<file path="src/sv/lmsp_mul.sv">
// Shared 64x64 unsigned multiplier built from one 32x32 multiplier over four passes.
module lmsp_mul (
    input  logic         aclk,
    input  logic         aresetn,
    input  logic         start,
    input  logic [63:0]  a,
    input  logic [63:0]  b,
    output logic         done,
    output logic [127:0] prod
);

    logic [63:0]  a_reg, b_reg;
    logic [1:0]   cnt_reg;
    logic         run_reg;
    logic         done_reg;
    logic [127:0] prod_reg;
    logic [31:0]  pa, pb;
    logic [63:0]  part;
    logic [127:0] part_sh;

    always_comb begin
        pa   = cnt_reg[1] ? a_reg[63:32] : a_reg[31:0];
        pb   = cnt_reg[0] ? b_reg[63:32] : b_reg[31:0];
        part = 64'(pa) * 64'(pb);
        unique case ({1'b0, cnt_reg[1]} + {1'b0, cnt_reg[0]})
            2'd0:    part_sh = {64'b0, part};
            2'd1:    part_sh = {32'b0, part, 32'b0};
            2'd2:    part_sh = {part, 64'b0};
            default: part_sh = '0;
        endcase
    end

    always_ff @(posedge aclk) begin
        if (!aresetn) begin
            run_reg  <= 1'b0;
            done_reg <= 1'b0;
            cnt_reg  <= 2'd0;
        end else begin
            done_reg <= 1'b0;
            if (start) begin
                run_reg <= 1'b1;
                cnt_reg <= 2'd0;
            end else if (run_reg) begin
                cnt_reg <= cnt_reg + 2'd1;
                if (cnt_reg == 2'd3) begin
                    run_reg  <= 1'b0;
                    done_reg <= 1'b1;
                end
            end
        end
    end

    always_ff @(posedge aclk) begin
        if (start) begin
            a_reg    <= a;
            b_reg    <= b;
            prod_reg <= '0;
        end else if (run_reg) begin
            prod_reg <= prod_reg + part_sh;
        end
    end

    assign done = done_reg;
    assign prod = prod_reg;

endmodule

</file>
<file path="config.mk">
export PLATFORM = sky130hd
export DESIGN_NAME = lmsp_mul
export DESIGN_NICKNAME = d
export VERILOG_FILES = /design/src/sv/lmsp_mul.sv
export SDC_FILE = /design/constraint.sdc
export NUM_CORES = 2
export LEC_CHECK = 0
export BUFFER_PORTS_ARGS = -buffer_cell sky130_fd_sc_hd__clkbuf_2
export CAP_MARGIN = 20
export CELL_PAD_IN_SITES_DETAIL_PLACEMENT = 0
export CELL_PAD_IN_SITES_GLOBAL_PLACEMENT = 1
export CORE_ASPECT_RATIO = 0.7
export CORE_MARGIN = 2
export CORE_UTILIZATION = 48
export DETAILED_ROUTE_END_ITERATION = 10
export PLACE_DENSITY = 0.91
export SYNTH_ARGS = -nofsm -noshare
export SYNTH_HDL_FRONTEND = slang
export SYNTH_SLANG_ARGS = --single-unit
export TNS_END_PERCENT = 1
</file>
<file path="constraint.sdc">
create_clock -name aclk -period 16.8 [get_ports aclk]
set_clock_uncertainty 0.15 [all_clocks]
set_input_delay 0 -clock aclk [delete_from_list [all_inputs] [get_ports aclk]]
set_output_delay 0 -clock aclk [all_outputs]
set_load 0.02 [all_outputs]
</file>
* Word level (Yosys, flattened, before mapping) *
Index checks and enable logic that the tools add are counted.

operators by class
  muxes and demuxes = 7
  $add $sub $neg = 3
  multipliers = 1
  eq/ne operators = 3
  reduce and logical (&&, ||, !) cells = 3
  bitwise gates (word level) = 2

operators by type and width
  cell                                                  number
  one-hot mux 128 bit (3 select lines)                  1
  adder 128 bit                                         1
  multiplier 32 x 32 -> 64 bit                          1
  two-way mux 32 bit                                    2
  equality test 2 bit (second input constant)           2
  two-way mux 1 bit                                     4
  OR reduction 3 bit                                    1
  adder 1 x 1 -> 2 bit                                  1
  adder 2 x 1 -> 2 bit (second input constant)          1
  equality test 2 x 1 -> 1 bit (second input constant)  1
  logical NOT 2 bit                                     1
  NOT 1 bit                                             2
  OR reduction 2 bit                                    1

storage, ports and cells
  output and inout bits = 129
  flip-flop bits (word level) = 260

* Longest topological paths before layout *
  depth after elaboration = 4
  mapped depth = 48
  mapped depth without buffers = 42

* Worst setup path after synthesis *
No wires, ideal clock.

  kind = register to register
  start = reg cnt_reg[1]
  end = reg prod_reg[127], in the netlist prod[127]
  path buffers = 5
  stages on the path, launching flop included = 44
  data arrival time = 11.412 ns
  setup time = 0.123 ns
  required time = 16.527 ns
  path slack = 5.115 ns
  cells stage by stage = dfxtp_1 clkbuf_1 clkbuf_1 clkbuf_1 mux2i_1 clkbuf_1 nor2_1 fa_1 fa_1 fa_1 inv_1 fa_1 inv_1 fa_1 fa_1 fa_1 fa_1 ha_1 [8 not listed] o21ai_1 a311o_1 a211oi_1 xor2_1 o21ai_0 ha_1 nand4_1 nor3_1 a41oi_1 a21oi_1 a21oi_1 a21oi_1 a21oi_1 o31ai_1 a31o_2 and3b_1 nor3_1 mux2_1

between the ends
  longest elaborated chain between the ends = 4
  elaborated cells between the ends (all ways) = 8
  classes of those cells = 2 x add/sub; 1 x mul; 2 x eq/ne; 2 x mux; 1 x reduce/logical

ends and longest elaborated chain
  element                                                     line    text
  start: declaration                                          13      logic [1:0] cnt_reg;
  start signal: assignment                                    44      cnt_reg <= cnt_reg + 2'd1;
  two-way mux 32 bit or adder 1 x 1 -> 2 bit (tied branches)  22, 25
  multiplier 32 x 32 -> 64 bit (tied with other cells)        24      part = 64'(pa) * 64'(pb);
  one-hot mux 128 bit (3 select lines) (*)                    25      unique case ({1'b0, cnt_reg[1]} + {1'b0, cnt_reg[0]})
  adder 128 bit (*)                                           59      prod_reg <= prod_reg + part_sh;
  end signal: assignment                                      59
  end: declaration                                            16      logic [127:0] prod_reg;

Mark *: on every way between the ends. The rest lies on a longest branch, timed or not.
A chain may end at the register's enable or synchronous reset.

* Worst setup path after layout *
  start = reg cnt_reg[0]
  end = reg prod_reg[127], in the netlist prod[127]

between the ends
  longest elaborated chain between the ends = 4
  elaborated cells between the ends (all ways) = 8
  classes of those cells = 2 x add/sub; 1 x mul; 2 x eq/ne; 2 x mux; 1 x reduce/logical

ends and longest elaborated chain
  element                                                     line
  two-way mux 32 bit or adder 1 x 1 -> 2 bit (tied branches)  23, 25
  multiplier 32 x 32 -> 64 bit (tied with other cells)        24
  one-hot mux 128 bit (3 select lines) (*)                    25
  adder 128 bit (*)                                           59

Marks and branches as above.

==> metrics.md <==
| Metric | Value |
|---|---|
| Synth top cells by count | 903 x inv_1, 897 x fa_1, 810 x nor2_1 |
| Die width | around 390 um |
| Number of flops mapped to enable cells by yosys | 128 |
| Fin. Hold Viols | 0 |
| Req. time, crit path | about 17 ns |
| I/O pin cnt | 260 |
| Cells after DPL | a little over 7000 |
| Final Max Tran Viols | 0 |
| Least-Margin Pin Slew | 1.25 ns |
| Hold Path Origin | aresetn |
| Yosys warns | 0 |
| Fin nets | 7540 |
| Relative slew slack | 0.168 |
| Endpoints failing setup | 0 |
| Worst-path clk slew | 0.07 ns |
| Fmax achieved | roughly 0.070 GHz |
| Die Ht | 276 um |
| Final period utilization | 0.853 |
| Drt initial violations | 5729 |
| Clk_lat worst skew | 0.68 ns |
| WL/cell | 25.6 um |
| WL final | approximately 190000 um |
| DR pass1 iterations | 9 |
| PortBufs | between 200 and 300 |
| Synth area leader | fa_1 |
| First-pass GRT wire length | 284000 um |
| DR vias | approximately 45000 |
| Crit path buf inv count | 5 |
| Outcome | finished, final reports clean |
| Hold slack | 0.0201 ns |
| Initial core utilization | 0.485 |
| Area contributors post-synth | fa_1 36%, ha_1 9.7%, edfxtp_1 7.6% |
| Data arrival time of the worst path | 14.73 ns |
| CTS tree | yes |
| Maxcap violations | 0 |
| DRC | 0 |
| Clock buffer depth | 3 |
| Tmin final | approximately 14 ns |
| Initial antenna violation count | 20 |
| Synthesis-to-finish area growth | 12.5% |
| CTS root buf | clkbuf_16 |
| Post-route insts no fill | 7564 |
| Critical Setup Path Class | register to register |
| Most common cell in the netlist | inv_1 |
| Sequential area share after synthesis | 0.128 |
| Global route overflow | 0 |
| Vias in the first global route | 45000 |
| Clock Sinks | 260 |
| Post-DR vias/cell | 5.97 |
| Final TNS setup | 0 ns |
| CP Capture Type | register |
| Yosys reg bits | 260 |
| Layout cells sized above 1 | 0.0855 |
| Synthesized area | 50600 um2 |
| Cells after synthesis | 5776 |
| Crit path top cell by count | fa_1 |
| R2R Path Start | cnt_reg[0] |
| Setup Fix Bufs, Post-CTS | 0 |
| Pin count of the biggest net entering global routing | 74 |
| RSZ-0062 raised after global routing | no |
| Full die area | between 100000 and 150000 um2 |
| Async set-reset flop share out of synthesis | 0 |
| Max reg flops | between 100 and 150 |
| CTS H-tree depth | 1 |
| Cell family with most CP delay | compound AO/OA/AOI/OAI gates |
| FP Rows | between 90 and 100 |
| Post-CTS Resized | 0 |
| Crit-path slowest cell | dfxtp_4 |
| Yosys cell types | 84 |
| Worst-path maximum fanout | 44 |
| Share of the synthesized area in the top cell type | 0.355 |
| Routability cong. | about 1.0 |
| Gr usage total | 0.355 |
| CP startpoint kind | register |
| CP Launch Point | cnt_reg[0] |
| Antenna Violating Nets Remaining | 0 |
| Hold Crit Class | input port to register |
| Top FF cell, synth | dfxtp_1 |
| Post-DP HPWL | 149000 um |
| TritonCTS buffer count | 31 |
| Hold-fix buffer count after cts | 258 |
| Syn_nets | 7197 |
| CORE AREA | approximately 100000 um2 |
| Slowest stage delay, CP | 0.97 ns |
| Syn Area/Cell | 8.75 um2 |
## worst paths after layout
kind,to,slack [ns],cells past startpoint
worst max-delay path,prod[127],2.48,40
worst max register to register,prod[127],2.48,40
worst min-delay path,run_reg,0.02,3
worst min register to register,prod[100],0.33,2
## per-layer routing
metal	routed length [um]	part of all wire	GRT usage	vias up
li1	-	-	-	19100
met1	78100	0.40	0.496	22400
met2	78000	0.40	0.499	2987
met3	28200	0.15	0.133	617
met4	9100	0.047	0.136	24
met5	238	0.0012	0	-
## worst reg2reg max path: cells and delay by family, from the launching register on
kind | cells | cell delay, ns
XOR/XNOR | 1 | 0.53
adder cells (fa/ha/maj) | 10 | 4.88
multiplexers | 2 | 1.30
buffers and inverters | 5 | 0.79
AO/OA/AOI/OAI | 20 | 5.26
AND/OR/NAND/NOR | 2 | 0.34
flip-flops | 1 | 0.97
## cell families (layout without fill, tap and decap cells)
| kind of cell | count (synthesis) | in the layout | synth area share |
|---|---|---|---|
| and+or+nand+nor | 1803 | 1803 | 0.149 |
| xor gates and xnor gates | 176 | 176 | 0.0305 |
| buffers and inverters | 1189 | 1555 | 0.0910 |
| DFF | 260 | 260 | 0.128 |
| muxes | 183 | 183 | 0.0378 |
| adders and majority gates | 1290 | 1290 | 0.452 |
| other | 0 | 8 | 0 |
| AOI/OAI and AO/OA | 875 | 875 | 0.111 |
## cell usage in the layout (no fill, tap or decap), types with 33 or more instances in the layout
| cell | instances |
|---|---|
| o21bai_1 | 59 |
| xnor2_1 | 109 |
| nand4_1 | 77 |
| edfxtp_1 | 128 |
| clkbuf_2 | 258 |
| and2_1 | 65 |
| a21oi_1 | 276 |
| fa_1 | 897 |
| mux2i_1 | 80 |
| inv_1 | 903 |
| dlygate4sd3_1 | 258 |
| nor2_1 | 808 |
| nor3_1 | 37 |
| dfxtp_1 | 129 |
| mux2_2 | 49 |
| buf_4 | 79 |
| nand3_1 | 37 |
| nand2_1 | 667 |
| ha_1 | 393 |
| o21ai_0 | 173 |
| mux2i_2 | 33 |
| xor2_1 | 67 |
| a22o_1 | 49 |
| a21o_1 | 120 |
## through the flow
step                area [um2]  utilization  setup slack [ns]
finish                   56900        0.545              2.48
global route             56800        0.545              1.98
CTS                      56800        0.545              2.80
detailed placement       53300        0.511              2.84
global placement         53300        0.511              3.08
floorplan                50600            -              5.12
## area by class of cell
cell class                 instances  area [um2]
fill                            9370       47400
multi-input combinational       4327       39700
sequential                       260        6500
timing repair buffer             596        4480
inverter                         903        3390
tap                             1414        1770
clock buffer                      32         779
clock inverter                    24         205
antenna                            8        20.0
Power is not shown: default switching activity piles up to over one toggle a cycle in this logic, so the estimate is an artifact.
