`src/sv/lmsp_pkg.sv`:
```
// Shared types, constants and helper functions of the LMS load predictor.
package lmsp_pkg;

    localparam int FRAC                 = 32;
    localparam int UTIL_FRAC_BITS_DEF   = 15;
    localparam int WEIGHT_WIDTH_DEF     = 48;
    localparam int LR_FRAC              = 16;
    localparam int SQ_SHIFT             = 36;
    localparam int Q_BITS               = 72;

    localparam logic signed [63:0] CAP  = 64'sh1000_0000_0000_0000;
    localparam logic signed [63:0] ONE  = 64'sh0000_0001_0000_0000;
    localparam logic [63:0] NS_PER_S    = 64'd1000000000;
    localparam logic [63:0] MEM_SCALE   = 64'd1000;

    localparam logic [7:0]  REG_TOTAL_MEM  = 8'd0;
    localparam logic [7:0]  REG_LEARN_RATE = 8'd1;
    localparam logic [31:0] TOTAL_MEM_RST  = 32'd1;
    localparam logic [15:0] LEARN_RATE_RST = 16'd655;

    typedef enum logic [2:0] {
        ST_IDLE,
        ST_ISSUE,
        ST_WAIT,
        ST_POST,
        ST_APPLY,
        ST_DIV,
        ST_OUT
    } state_t;

    typedef enum logic [3:0] {
        STEP_P_CPU,
        STEP_P_RAM,
        STEP_P_BW,
        STEP_T,
        STEP_D_CPU,
        STEP_D_RAM,
        STEP_D_BW,
        STEP_DEN_BW,
        STEP_DEN_RAM,
        STEP_Q_CPU,
        STEP_Q_RAM,
        STEP_Q_BW,
        STEP_SQ_BW,
        STEP_SQ_RAM,
        STEP_SQ_CPU
    } step_t;

    function automatic step_t next_step(input step_t s);
        step_t n;
        unique case (s)
            STEP_P_CPU:   n = STEP_P_RAM;
            STEP_P_RAM:   n = STEP_P_BW;
            STEP_P_BW:    n = STEP_T;
            STEP_T:       n = STEP_D_CPU;
            STEP_D_CPU:   n = STEP_D_RAM;
            STEP_D_RAM:   n = STEP_D_BW;
            STEP_D_BW:    n = STEP_P_CPU;
            STEP_DEN_BW:  n = STEP_DEN_RAM;
            STEP_DEN_RAM: n = STEP_Q_CPU;
            STEP_Q_CPU:   n = STEP_Q_RAM;
            STEP_Q_RAM:   n = STEP_Q_BW;
            STEP_Q_BW:    n = STEP_SQ_BW;
            STEP_SQ_BW:   n = STEP_SQ_RAM;
            STEP_SQ_RAM:  n = STEP_SQ_CPU;
            STEP_SQ_CPU:  n = STEP_SQ_BW;
            default:      n = STEP_P_CPU;
        endcase
        return n;
    endfunction

    function automatic logic signed [63:0] clamp_cap(input logic signed [63:0] v);
        logic signed [63:0] r;
        if (v > CAP) begin
            r = CAP;
        end else if (v < -CAP) begin
            r = -CAP;
        end else begin
            r = v;
        end
        return r;
    endfunction

endpackage

```
`src/sv/lmsp_div.sv`:
```
// Restoring divider giving num/den in Q.32, one quotient bit per cycle, clipped to the cap.
module lmsp_div (
    input  logic               aclk,
    input  logic               aresetn,
    input  logic               start,
    input  logic [39:0]        num,
    input  logic [63:0]        den,
    output logic               done,
    output logic signed [63:0] quot
);

    logic [lmsp_pkg::Q_BITS-1:0] n_reg;
    logic [lmsp_pkg::Q_BITS-1:0] q_reg;
    logic [63:0]                 rem_reg;
    logic [63:0]                 den_reg;
    logic [6:0]                  cnt_reg;
    logic                        run_reg;
    logic                        done_reg;
    logic signed [63:0]          quot_reg;
    logic [63:0]                 r1;
    logic                        ge;
    logic [lmsp_pkg::Q_BITS-1:0] qf;

    always_comb begin
        r1 = {rem_reg[62:0], n_reg[lmsp_pkg::Q_BITS-1]};
        ge = (r1 >= den_reg);
        qf = {q_reg[lmsp_pkg::Q_BITS-2:0], ge};
    end

    always_ff @(posedge aclk) begin
        if (!aresetn) begin
            run_reg  <= 1'b0;
            done_reg <= 1'b0;
            cnt_reg  <= 7'd0;
        end else begin
            done_reg <= 1'b0;
            if (start) begin
                cnt_reg <= 7'd0;
                if (den == 64'd0) begin
                    done_reg <= 1'b1;
                end else begin
                    run_reg <= 1'b1;
                end
            end else if (run_reg) begin
                cnt_reg <= cnt_reg + 7'd1;
                if (cnt_reg == 7'(lmsp_pkg::Q_BITS - 1)) begin
                    run_reg  <= 1'b0;
                    done_reg <= 1'b1;
                end
            end
        end
    end

    always_ff @(posedge aclk) begin
        if (start) begin
            n_reg    <= {num, 32'b0};
            q_reg    <= '0;
            rem_reg  <= '0;
            den_reg  <= den;
            quot_reg <= lmsp_pkg::CAP;
        end else if (run_reg) begin
            n_reg   <= {n_reg[lmsp_pkg::Q_BITS-2:0], 1'b0};
            rem_reg <= ge ? r1 - den_reg : r1;
            q_reg   <= qf;
            if (cnt_reg == 7'(lmsp_pkg::Q_BITS - 1)) begin
                // clip a quotient at or above the cap
                if (qf[lmsp_pkg::Q_BITS-1:60] != '0) begin
                    quot_reg <= lmsp_pkg::CAP;
                end else begin
                    quot_reg <= $signed({4'b0, qf[59:0]});
                end
            end
        end
    end

    assign done = done_reg;
    assign quot = quot_reg;

endmodule

```
`config.mk`:
```
export PLATFORM = sky130hd
export DESIGN_NAME = lmsp_div
export DESIGN_NICKNAME = d
export VERILOG_FILES = /design/src/sv/lmsp_pkg.sv /design/src/sv/lmsp_div.sv
export SDC_FILE = /design/constraint.sdc
export NUM_CORES = 1
export LEC_CHECK = 0
export CAP_MARGIN = 10
export CORE_ASPECT_RATIO = 2
export CORE_MARGIN = 2
export CORE_UTILIZATION = 35
export DETAILED_ROUTE_END_ITERATION = 10
export DONT_BUFFER_PORTS = 1
export SLEW_MARGIN = 20
export SYNTH_ARGS = -nofsm -noshare
export SYNTH_HDL_FRONTEND = slang
export SYNTH_SLANG_ARGS = --single-unit
```
`constraint.sdc`:
```
create_clock -name aclk -period 4.1 [get_ports aclk]
set_input_delay 0.205 -clock aclk [delete_from_list [all_inputs] [get_ports aclk]]
set_output_delay 0.205 -clock aclk [all_outputs]
set_load 0.02 [all_outputs]
```
Word-level counts from Yosys, hierarchy flattened
Cells that the tools add are included.
Operators by class
  order comparisons: 1
  eq/ne operators: 2
  $add $sub $neg: 2
  bitwise logic cells: 1
  mux-type cells: 12
  reduce and logical (&&, ||, !) cells: 5
Operator list (count)
  72-bit 2-to-1 mux: 2
  64-bit greater-or-equal comparator: 1
  64-bit zero test: 1
  63-bit 2-to-1 mux: 1
  63-bit subtractor: 1
  61-bit 2-to-1 mux: 1
  12-bit nonzero test: 1
  1-bit 2-to-1 mux: 8
  7-bit by 1-bit adder with 7-bit output, second input constant: 1
  7-bit == test, second input constant: 1
  2-bit inequality test, second input constant: 1
  2-bit AND reduction: 1
  2-bit nonzero test: 1
  2-bit OR reduction: 1
  1-bit NOT: 1
Word-level totals
  bits of input ports: 107
  output and inout bits: 65
  logic and storage cells: 31
  flip-flop bits (word level): 311

Depth between registers and ports, before layout
Gate-level depths: netlist (run 1).
  word-level depth: 4
  mapped depth: 16
  depth with buffers taken out: 13

Least setup slack after synthesis (run 1)
OpenSTA, ideal clock, no wires.
  path type: reg-to-reg
  from: register n_reg[71] (netlist name)
  to: register rem_reg[58]
  arrival: 2795 ps
  required time: 3967 ps
  stages on the path, launching flop included: 16
  library setup time: 133 ps
  period minus slack after synthesis: 2927 ps
  path buffers: 2
  setup slack: 1173 ps
  cells stage by stage: edfxtp_1 -> inv_1 -> ha_1 -> fa_1 -> nor2b_1 -> o211ai_1 -> a21oi_1 -> o21ai_1 -> a21boi_2 -> nor3_1 -> o31a_1 -> buf_4 -> buf_6 -> a221o_1 -> a31oi_1 -> a211oi_1
Between the ends
  word-level cells in the longest chain between the ends: 2
  elaborated cells between the ends (all ways): 3
  classes of those cells: 1 x add/sub; 1 x order compare; 1 x mux
Ends and longest elaborated chain
  start, declared: line lmsp_div.sv:12  | logic [lmsp_pkg::Q_BITS-1:0] n_reg;
  start signal, assigned: line lmsp_div.sv:56  | n_reg <= {num, 32'b0};
  start signal, assigned: line lmsp_div.sv:62  | n_reg <= {n_reg[lmsp_pkg::Q_BITS-2:0], 1'b0};
  63-bit subtractor / 64-bit greater-or-equal comparator (equally long branches): line lmsp_div.sv:63, lmsp_div.sv:26
  63-bit 2-to-1 mux (*): line lmsp_div.sv:63  | rem_reg <= ge ? r1 - den_reg : r1;
  end signal, assigned: line lmsp_div.sv:63
  end, declared: line lmsp_div.sv:14  | logic [63:0] rem_reg;
Mark *: on every way between the ends. The rest lies on a longest branch, timed or not.
A chain may end at the register's enable or synchronous reset.

Worst setup path in the final report (run 1)
  from: register den_reg[5]
  to: register rem_reg[46]
Between the ends
  word-level cells in the longest chain between the ends: 2
  elaborated cells between the ends (all ways): 3
  classes of those cells: 1 x add/sub; 1 x order compare; 1 x mux
Ends and longest elaborated chain
  start, declared: line lmsp_div.sv:15  | logic [63:0] den_reg;
  start signal, assigned: line lmsp_div.sv:59  | den_reg <= den;
  63-bit subtractor / 64-bit greater-or-equal comparator (equally long branches): line lmsp_div.sv:63, lmsp_div.sv:26
  63-bit 2-to-1 mux (*): line lmsp_div.sv:63
Marks and branches as above.

==> impl_metrics.tcl, run 1 <==
set metrics [dict create \
    run_status "finished, final reports clean" \
    hold_viol_final 0 \
    hold_class "input pin to register" \
    cts_buffers 29 \
    cts_tree "done" \
    drtIter0Drc 565 \
    grt-busiest-layer "met2" \
    cp_slowest_cell "nor3_1" \
    whs_path_depth 4 \
    n_fill_cell 4299 \
    async_flop_share_pct 0 \
    yosys.cell_types.count 78 \
    final_util_pct 42.4 \
    cts.sinks 308 \
    drt_pre_antenna_iters 5 \
    dpl.hpwl_um 30100 \
    finalInstanceArea_mm2 0.0187 \
    synth_warnings 0 \
    drc 0 \
    power.density_mw_per_mm2 391 \
    place_worst_setup_slack_ps 424 \
    ys_ff_latch 308 \
    syn_area_mm2 0.0156 \
    synth_edf_count 104 \
    tns_ps 0 \
    routed_wl_um 44700 \
    gp_congestion 0.950 \
    multiInputGateArea_mm2 0.00764 \
    clk_pin_slew_ps 70 \
    drv_slew 0 \
    seqCellArea_mm2 0.00721 \
    rsz0062_at_grt "false" \
    wire_per_inst_um 19.2 \
    reg2regPathDepth 13 \
    avgViaCountPerCell 5.41 \
    drive_gt1_share_pct 7.40 \
    die_area_mm2 0.0463 \
    largest_reg_flops 71 \
    fin_ws_ps 135 \
    arrival_ps 4430 \
    avgSynthCellArea_um2 9.55 \
    crit_buf_inv 2 \
    cts_root_buf "clkbuf_16" \
    setup_viol 0 \
    synth_flop_cell "dfxtp_1" \
    skew_ps 20.3 \
    area_delta_synth_final_pct 20.0 \
    first_global_vias 12900 \
    use_met2_pct 37.1 \
    crit_required_ps 4570 \
    cp.depth 13 \
    timing.final.crit_share_pct 96.7 \
    r2r_slack_ps 140 \
    start_util_pct 35.3 \
    yosysSeqAreaShare_pct 46.3 \
    htreeDepth 1 \
    worst_slew_pin_slew_ps 1070 \
    antenna_left 0 \
    io_pins 172 \
    min_period_ps 3960 \
    max_slew_margin_pct 28.4 \
    grt_use_total_pct 18.7 \
    grt_pass1_wl_um 69700 \
    grt_max_degree 201 \
    total_power_mw 7.32 \
    grtUsageMet1_pct 17.9 \
    final_nets 1922 \
    endpoint_kind "register" \
    fp.dieW_um 153 \
    row_count 109 \
    antenna_found_initial 4 \
    p_leak_nw 7.56 \
    critPathMaxStageDelay_ps 750 \
    dpl-instance-area_mm2 0.0160 \
    ir_drop_v 0.000324 \
    insertion_delay_ps 590 \
    overflow 0 \
    core_mm2 0.0441 \
    use_met3_pct 2.87 \
    die_h_um 302 \
    maxCapViolCount 0 \
    clock_path_buffers 3 \
    clock.fmax_ghz 0.252 \
    cp_max_fo 6 \
    syn_inst 1631 \
    io_buffers 0 \
    vias 12600 \
    cp_top_family "simple AND/OR/NAND/NOR gates" \
    worst_setup_path_start_kind "register" \
    critical_path_class "register to register" \
    cp_cell_sequence "inv_1 > ha_1 > and2_1 > a221oi_2 > a21oi_1 > nor3_1 > o22ai_1 > nor2_1 > xnor2_1 > nor2_1 > a21oi_1 > a211oi_1 > dlygate4sd3_1" \
]
[worst register-to-register path: stages (launching register included)]
cell and delay (ps):
edfxtp_1 320, inv_1 40, ha_1 410, and2_1 240
a221oi_2 280, a21oi_1 120, nor3_1 750, o22ai_1 250
nor2_1 390, xnor2_1 180, nor2_1 60, a21oi_1 120
a211oi_1 80, dlygate4sd3_1 590
[routing by layer]
layer	wire, um	part of all wire (%)
met5	0	0
met4	2790	6.2
met3	2160	4.8
met2	24400	55
met1	15300	34
[layout make-up]
type | count | share of cell area (%)
Multi-Input combinational cell | 1144 | 40.9
Sequential cell | 308 | 38.6
Timing Repair Buffer | 183 | 9.96
Clock buffer | 41 | 4.63
Tap cell | 555 | 3.72
Inverter | 83 | 1.71
Clock inverter | 12 | 0.489
Antenna cell | 4 | 0.0536
[Yosys cell counts (4+ instances only)]
library cell | count | area [um^2]
nor3_1 | 16 | 80.1
and3_1 | 11 | 68.8
dfxtp_1 | 204 | 4080
a32oi_1 | 4 | 35.0
buf_4 | 6 | 45.0
clkbuf_1 | 66 | 248
edfxtp_1 | 104 | 3120
nor4_1 | 23 | 144
a211oi_1 | 52 | 390
o21a_1 | 10 | 75.1
nand2_1 | 78 | 293
o22ai_1 | 4 | 25.0
buf_6 | 6 | 67.6
buf_1 | 7 | 26.3
a21o_1 | 46 | 345
a221o_1 | 6 | 60.1
nand2b_1 | 7 | 43.8
xnor2_1 | 33 | 289
nor2b_1 | 11 | 68.8
a311oi_1 | 5 | 43.8
nand4_1 | 29 | 181
o21ai_1 | 8 | 40.0
mux2_2 | 39 | 439
ha_1 | 65 | 813
or4_1 | 5 | 37.5
nor2_1 | 261 | 980
a22o_1 | 4 | 35.0
a31oi_1 | 11 | 68.8
o21bai_1 | 16 | 120
mux2i_1 | 87 | 871
buf_2 | 13 | 65.1
and2_1 | 7 | 43.8
inv_1 | 81 | 304
a22oi_1 | 62 | 465
o211ai_1 | 4 | 30.0
a21oi_1 | 105 | 526
o21ai_0 | 45 | 225
xor2_1 | 24 | 210
nand3_1 | 13 | 65.1
a21boi_0 | 5 | 37.5
[worst paths after layout]
| kind | end | from |
|---|---|---|
| min | done | den[59] |
| min reg2reg | rem_reg[62] | rem_reg[62] |
| max reg2reg | rem_reg[46] | den_reg[5] |
| max | rem_reg[46] | den_reg[5] |
[placed cells by master, fill, tap and decap left out, types with 5 or more instances in the layout]
cell and count:
a21oi_1 103, edfxtp_1 104, and3_1 11, nor4_1 22
mux2i_1 87, nor3_1 15, o21ai_0 44, clkbuf_8 5
a21boi_0 5, dfxtp_1 203, a22oi_1 62, or4_1 5
dlygate4sd3_1 167, nand4_1 29, a211oi_1 52, ha_1 65
nor2_1 260, and2_1 7, nand2b_1 7, nand3_1 13
xor2_1 24, a31oi_1 11, nand2_1 77, a21o_1 46
nor2b_1 11, clkbuf_16 31, inv_1 81, o21a_1 10
mux2_2 39, buf_4 11, o21bai_1 16, clkinv_2 6
a311oi_1 5, xnor2_1 33, o21ai_1 9, a221o_1 6
[report_power, final]
| part | internal, mW | switching (mW) | total, mW |
|---|---|---|---|
| clock network | 1.49 | 1.25 | 2.73 |
| registers | 3.31 | 0.0879 | 3.40 |
| logic | 0.503 | 0.683 | 1.19 |
[stage by stage]
| stage | instances | hold WS, ps |
|---|---|---|
| after floorplan | 1633 | 304 |
| after global placement | 2103 | 304 |
| after detailed placement | 2103 | 304 |
| after CTS | 2325 | 31.1 |
| after global routing | 2330 | 89.9 |
| final | 2330 | 70.2 |
[cells by family after synthesis]
kind of cell | after synthesis | synth area share [%]
buffers and inverters | 181 | 4.93
multiplexers | 127 | 8.49
adder cells (fa/ha/maj) | 66 | 5.35
AO/OA/AOI/OAI | 411 | 17.9
other | 1 | 0.0241
AND/OR/NAND/NOR | 480 | 13.8
XOR/XNOR | 57 | 3.21
flip-flops | 308 | 46.3
[repair_timing]
item,in CTS,in global routing
hold buffers,169,0
setup buffers,0,1
endpoints found under the hold margin,363,0
setup endpoints to repair,0,12
gates resized for setup,0,6
No activity file was read; power rests on OpenSTA's default activity.
==> run 2, diff against run 1 <==
- RECOVER_POWER: default -> 100
==> run 2 against run 1 <==
Net effect:
- register-to-register slack barely moved
- critical endpoint unchanged
- count of clock-buffer cells in the layout did not move
- die area did not move
- largest power group unchanged
- the run now ends with max-capacitance violations, max-slew violations left
- non-clock buffer count did not move
==> impl_metrics.tcl, run 2 (same netlist as run 1, synthesis figures left out) <==
set metrics [dict create \
    run_status "finished, violations left" \
    wl_met2_um 24500 \
    first_global_vias 12900 \
    skew_ps 17.8 \
    cp_max_fo 6 \
    power.density_mw_per_mm2 393 \
    drtIter0Drc 501 \
    area_delta_synth_final_pct 19.6 \
    start_util_pct 35.3 \
    grt_max_degree 201 \
    endpoint_kind "register" \
    highest_layer "met4" \
    wl_met3_um 1960 \
    io_buffers 0 \
    drt-met1-wl_um 15400 \
    grt_pass1_wl_um 69700 \
    drt_pre_antenna_iters 5 \
    die_h_um 302 \
    drc 0 \
    reg2regPathDepth 13 \
    setup_viol 0 \
    core_mm2 0.0441 \
    timing.final.crit_share_pct 96.6 \
    io_pins 172 \
    critPathMaxStageDelay_ps 760 \
    dpl.hpwl_um 30100 \
    avgViaCountPerCell 5.39 \
    tns_ps 0 \
    cp_cell_sequence "inv_1 > ha_1 > and2_1 > a221oi_2 > a21oi_1 > nor3_1 > o22ai_1 > nor2_1 > xnor2_1 > nor2_1 > a21oi_1 > a211oi_1 > dlygate4sd3_1" \
    worst_setup_path_start_kind "register" \
    hold_viol_final 0 \
    final_nets 1922 \
    dpl-instance-area_mm2 0.0160 \
    row_count 109 \
    final_cell_mix "nor2_1, dfxtp_1, dlygate4sd3_1, edfxtp_1, a21oi_1" \
    routed_wl_um 44600 \
    vias 12600 \
    total_power_mw 7.32 \
    grt_use_total_pct 18.7 \
    cts_buffers 29 \
    clock.fmax_ghz 0.252 \
    arrival_ps 4430 \
    maxCapViolCount 3 \
    final_common_cell "nor2_1" \
    antenna_left 0 \
    violations "max-capacitance violations, max-slew violations" \
    drv_slew 315 \
    crit_required_ps 4570 \
    p_leak_nw 7.52 \
    ir_drop_v 0.000324 \
    wire_per_inst_um 19.1 \
    min_period_ps 3960 \
    fp.dieW_um 153 \
    max_slew_margin_pct -181 \
    insertion_delay_ps 590 \
    clk_pin_slew_ps 70 \
    rsz0062_at_grt "false" \
    place_worst_setup_slack_ps 424 \
    die_area_mm2 0.0463 \
    cts.sinks 308 \
    finalInstanceArea_mm2 0.0186 \
    cp_slowest_cell "nor3_1" \
    gp_congestion 0.950 \
    worst_slew_pin_slew_ps 4210 \
    antenna_found_initial 4 \
    htreeDepth 1 \
    critical_path_class "register to register" \
    fin_ws_ps 138 \
    drive_gt1_share_pct 7.00 \
    overflow 0 \
    hold_class "input pin to register" \
    cts_tree "done" \
    cts_root_buf "clkbuf_16" \
    largest_reg_flops 71 \
    clock_path_buffers 3 \
    final_util_pct 42.3 \
    whs_path_depth 4 \
]
==> run 2: per-layer routing <==
layer,vias up,GRT usage (%)
met4,0,11.1
met2,303,37.1
met1,6018,17.9
met5,-,0
li1,6118,-
met3,131,2.87
==> run 2: layout make-up <==
| type | count | area, um^2 |
|---|---|---|
| antenna | 5 | 12.5 |
| clock buffer | 41 | 865 |
| clock inverter | 12 | 91.3 |
| fill | 4310 | 25400 |
| inverter | 83 | 319 |
| multi-input combinational | 1144 | 7630 |
| sequential | 308 | 7210 |
| tap | 555 | 694 |
| timing repair buffer | 183 | 1800 |
==> run 2: timing repair <==
action,CTS,global route
setup buffers,0,1
hold buffers,169,0
endpoints found under the setup margin,0,12
hold endpoints to repair,363,0
gates resized for setup,0,6
==> run 2: power by group <==
group / internal, mW / switching, mW / leakage (nW)
logic: 0.506 / 0.683 / 4.36
registers: 3.31 / 0.0873 / 2.68
clock network: 1.49 / 1.25 / 0.482
==> run 2: path summary, 6_finish.rpt <==
| check | from | slack [ps] | to |
|---|---|---|---|
| worst max-delay path | den_reg[5] | 140 | rem_reg[46] |
| worst min-delay path | den[59] | 70 | done |
| worst max register to register | den_reg[5] | 140 | rem_reg[46] |
| worst min register to register | rem_reg[62] | 490 | rem_reg[62] |
==> run 2: through the flow <==
stage | cells | hold slack (ps)
6_report | 2331 | 72.3
5_1_grt | 2330 | 89.9
4_1_cts | 2325 | 31.1
3_5_place_dp | 2103 | 304
3_3_place_gp | 2103 | 304
2_1_floorplan | 1633 | 304
==> run 2: worst max-delay path: cells and delay by family, from the launching register on <==
family	cells	cell delay, ps
xor gates and xnor gates	1	170
AOI/OAI and AO/OA	5	870
buffers and inverters	2	630
and+or+nand+nor	4	1430
adders and majority gates	1	410
DFF	1	320
